**src/hw/rtl/imm_ram.sv**
```systemverilog
// generic single write port, single read port ram with registered read
// no dependencies
module imm_ram #(
  parameter int WIDTH = 32,
  parameter int DEPTH = 64
) (
  input  logic                     clk,
  input  logic                     we,
  input  logic [$clog2(DEPTH)-1:0] waddr,
  input  logic [WIDTH-1:0]         wdata,
  input  logic [$clog2(DEPTH)-1:0] raddr,
  output logic [WIDTH-1:0]         rdata
);

  logic [WIDTH-1:0] mem [DEPTH];

  always_ff @(posedge clk) begin
    if (we) begin
      mem[waddr] <= wdata;
    end
    rdata <= mem[raddr];
  end

endmodule

```
**config.mk**
```make
export PLATFORM = sky130hd
export DESIGN_NAME = imm_ram
export DESIGN_NICKNAME = d
export VERILOG_FILES = /design/src/hw/rtl/imm_ram.sv
export SDC_FILE = /design/constraint.sdc
export NUM_CORES = 2
export LEC_CHECK = 0
export BUFFER_PORTS_ARGS = -buffer_cell sky130_fd_sc_hd__buf_2
export CORE_MARGIN = 2
export CORE_UTILIZATION = 40
export CTS_CLUSTER_DIAMETER = 200
export CTS_CLUSTER_SIZE = 8
export DETAILED_ROUTE_END_ITERATION = 7
export PLACE_DENSITY = 0.66
export SYNTH_ARGS = -nofsm -noshare
export SYNTH_HDL_FRONTEND = slang
export SYNTH_SLANG_ARGS = --single-unit
```
**constraint.sdc**
```tcl
create_clock -name clk -period 4.5 [get_ports clk]
set_clock_uncertainty 0.1 [all_clocks]
set_input_delay 0.9 -clock clk [delete_from_list [all_inputs] [get_ports clk]]
set_output_delay 0.9 -clock clk [all_outputs]
set_load 0.01 [all_outputs]
```
==> flow_summary_export.csv <==
group,metric,value,unit
clocking,ctsRootBufferMaster,"clkbuf_16",
global_route,overflow,0,
clocking,htree_levels,5,
sta,rsz0062_at_grt,"no",
drt,via_count,37985,
layout,instances_no_fill,6455,
global_route,grt_pass1_wl,285000,µm
clocking,cts_setup_buffers,0,
drt,vias_per_cell,5.88,
logic_synthesis,syn_inst,3324,
logic_synthesis,syn_area,78500,µm²
logic_synthesis,ys_dominant_reg_cell,"edfxtp_1",
placement,place.gp.congestion,0.784,
floorplanning,ios,78,
global_route,grt_pass1_vias,38900,
placement,dp.cells,6026,
worst_setup_path,crit_required,5.09,ns
global_route,grt_max_degree,65,
clocking,clock_sinks,2080,
power_and_ir_drop,power_density,473,nW/µm²
placement,hpwlAfterDp,111000,µm
layout,final_common_cell,"edfxtp_1",
sta,worst_pin_slew,1.24,ns
clocking,clkLatencyLatePin,0.90,ns
drt,first_iter_violations,4512,
worst_setup_path,end_kind,"register",
worst_setup_path,start_kind,"input port",
clocking,cts_tree,"yes",
run,max_cap_violations,0,
power_and_ir_drop,power.leakage,28.7,nW
power_and_ir_drop,peakVddDrop,0.000433,V
sta,setup_tns,0,ns
logic_synthesis,yosys-top-cells-area,"edfxtp_1, mux4_2, mux2i_1",
logic_synthesis,syn_nets,3370,
logic_synthesis,synth_top_cell_area_share,78.3,%
worst_hold_path,worstHoldPathType,"input port to register",
clocking,clockBufferDepth,4,
drt,remaining_drc_errors,0,
clocking,cts_hold_buf,0,
floorplanning,die_h,447,µm
clocking,cts_resized,0,
layout,syn2layout_area_growth,17.2,%
layout,drive_above_1_share,31.2,%
logic_synthesis,synth_seq_cells,2080,
clocking,clk_pin_slew,0.05,ns
logic_synthesis,yosys.area.top_type,"edfxtp_1",
global_route,antenna_found_initial,15,
floorplanning,die_w,447,µm
layout,ff_latch_area,62100,µm²
layout,fin_nets,3759,
placement,port-buffer-count,77,
layout,n_fill_cell,15667,
drt,wl_per_cell,30.8,µm
outcome,outcome,"finished, final reports clean",
floorplanning,start_util,40.3,%
layout,multiInputGateArea,16000,µm²
logic_synthesis,seq_area_frac_synth,79.1,%
sta,setup_violations,0,
sta,fmax,0.295,GHz
worst_setup_path,arrival,3.98,ns
logic_synthesis,synth-edff-count,2048,
logic_synthesis,syn_area_per_cell,23.6,µm²
sta,fin_crit_sh,75.4,%
global_route,grt.total_usage,20.0,%
worst_setup_path,cp_max_fo,31,
worst_setup_path,critical_path_class,"input port to register",
floorplanning,dieArea,200000,µm²
sta,slew-limit-headroom,17.5,%
logic_synthesis,synth_cell_types,34,
floorplanning,fp.coreArea,195000,µm²
layout,layout_common_cells,"edfxtp_1, mux4_2, clkbuf_16",
sta,period_minus_slack,3.39,ns
sta,slew_violations,0,
clocking,cts_buffers,309,
drt,ant_nets,0,
drt,routed_wl,199000,µm
logic_synthesis,ys_warn_count,0,
logic_synthesis,synthArstFlopShare,0,%
sta,hold_viol_final,0,
drt,drtPass1Iterations,7,
floorplanning,row_count,162,
cell type report:
cell class                      instances  share of cell area (%)
Antenna cell                            9                  0.0245
Timing Repair Buffer                  260                    2.52
Sequential cell                      2080                    67.6
Clock buffer                          414                    8.90
Tap cell                             2624                    3.57
Multi-Input combinational cell       1062                    17.4
Clock inverter                          6                  0.0653
layer usage:
metal	track usage, %	share of wire [%]
met1	27.7	39
met2	31.6	48
met3	4.25	9.6
met4	6.97	3.2
met5	0	0.026
cells by family after synthesis:
family                 count (synthesis)  share of synthesized area [%]
multiplexers                         637                           16.8
AO/OA/AOI/OAI                        202                           1.67
AND/OR/NAND/NOR                      223                           1.27
buffers and inverters                182                           1.13
flip-flops                          2080                           79.1
cells in the mapped netlist (5+ instances only):
cell type  instances
edfxtp_1        2048
nand3b_1           5
nand3_1            5
nand2_1           26
dfxtp_1           32
nor2_1           137
buf_1             21
clkbuf_1          74
mux4_2           544
buf_4             25
nor3_1             7
buf_6              5
o22ai_1           84
a311oi_1           8
o221ai_1          27
a21oi_1           62
mux2i_1           93
nand2b_1           8
nor2b_1           15
buf_2             57
a22oi_1           12
final timing paths:
check,startpoint,cells after the start,slack (ns),end
max,raddr[0],7,1.11,rdata[30]$_DFF_P_
min,raddr[4],3,0.44,rdata[29]$_DFF_P_
max reg2reg,mem[7][30]$_DFFE_PP_,4,1.90,rdata[30]$_DFF_P_
min reg2reg,mem[28][8]$_DFFE_PP_,4,0.65,rdata[8]$_DFF_P_
registers in the layout, indices dropped and copies added, names as in the netlist:
name   cells
mem     2048
rdata     32
report_power, final:
| part | internal, W | switching, W |
|---|---|---|
| logic | 0.000739 | 0.00120 |
| registers | 0.0215 | 0.000103 |
| clock network | 0.0124 | 0.00756 |
worst max-delay path: stages:
cell     delay [ns]
buf_8          0.35
buf_12         0.32
buf_4          0.33
mux4_2         0.55
mux4_2         0.50
o22ai_1        0.72
nor2_1         0.21
stage by stage:
step	cell area [µm²]	hold slack (ns)	worst slack (ns)	utilization (%)	power (W)
after floorplan	78500	0.563	0.340	-	0.0230
after global placement	83700	0.647	0.177	42.9	0.0239
after detailed placement	83700	0.646	0.184	42.9	0.0239
after CTS	92000	0.396	1.12	47.2	0.0439
after global routing	92000	0.457	1.12	47.2	0.0448
final	92000	0.444	1.11	47.2	0.0435
(Power assumes the default switching activity.)
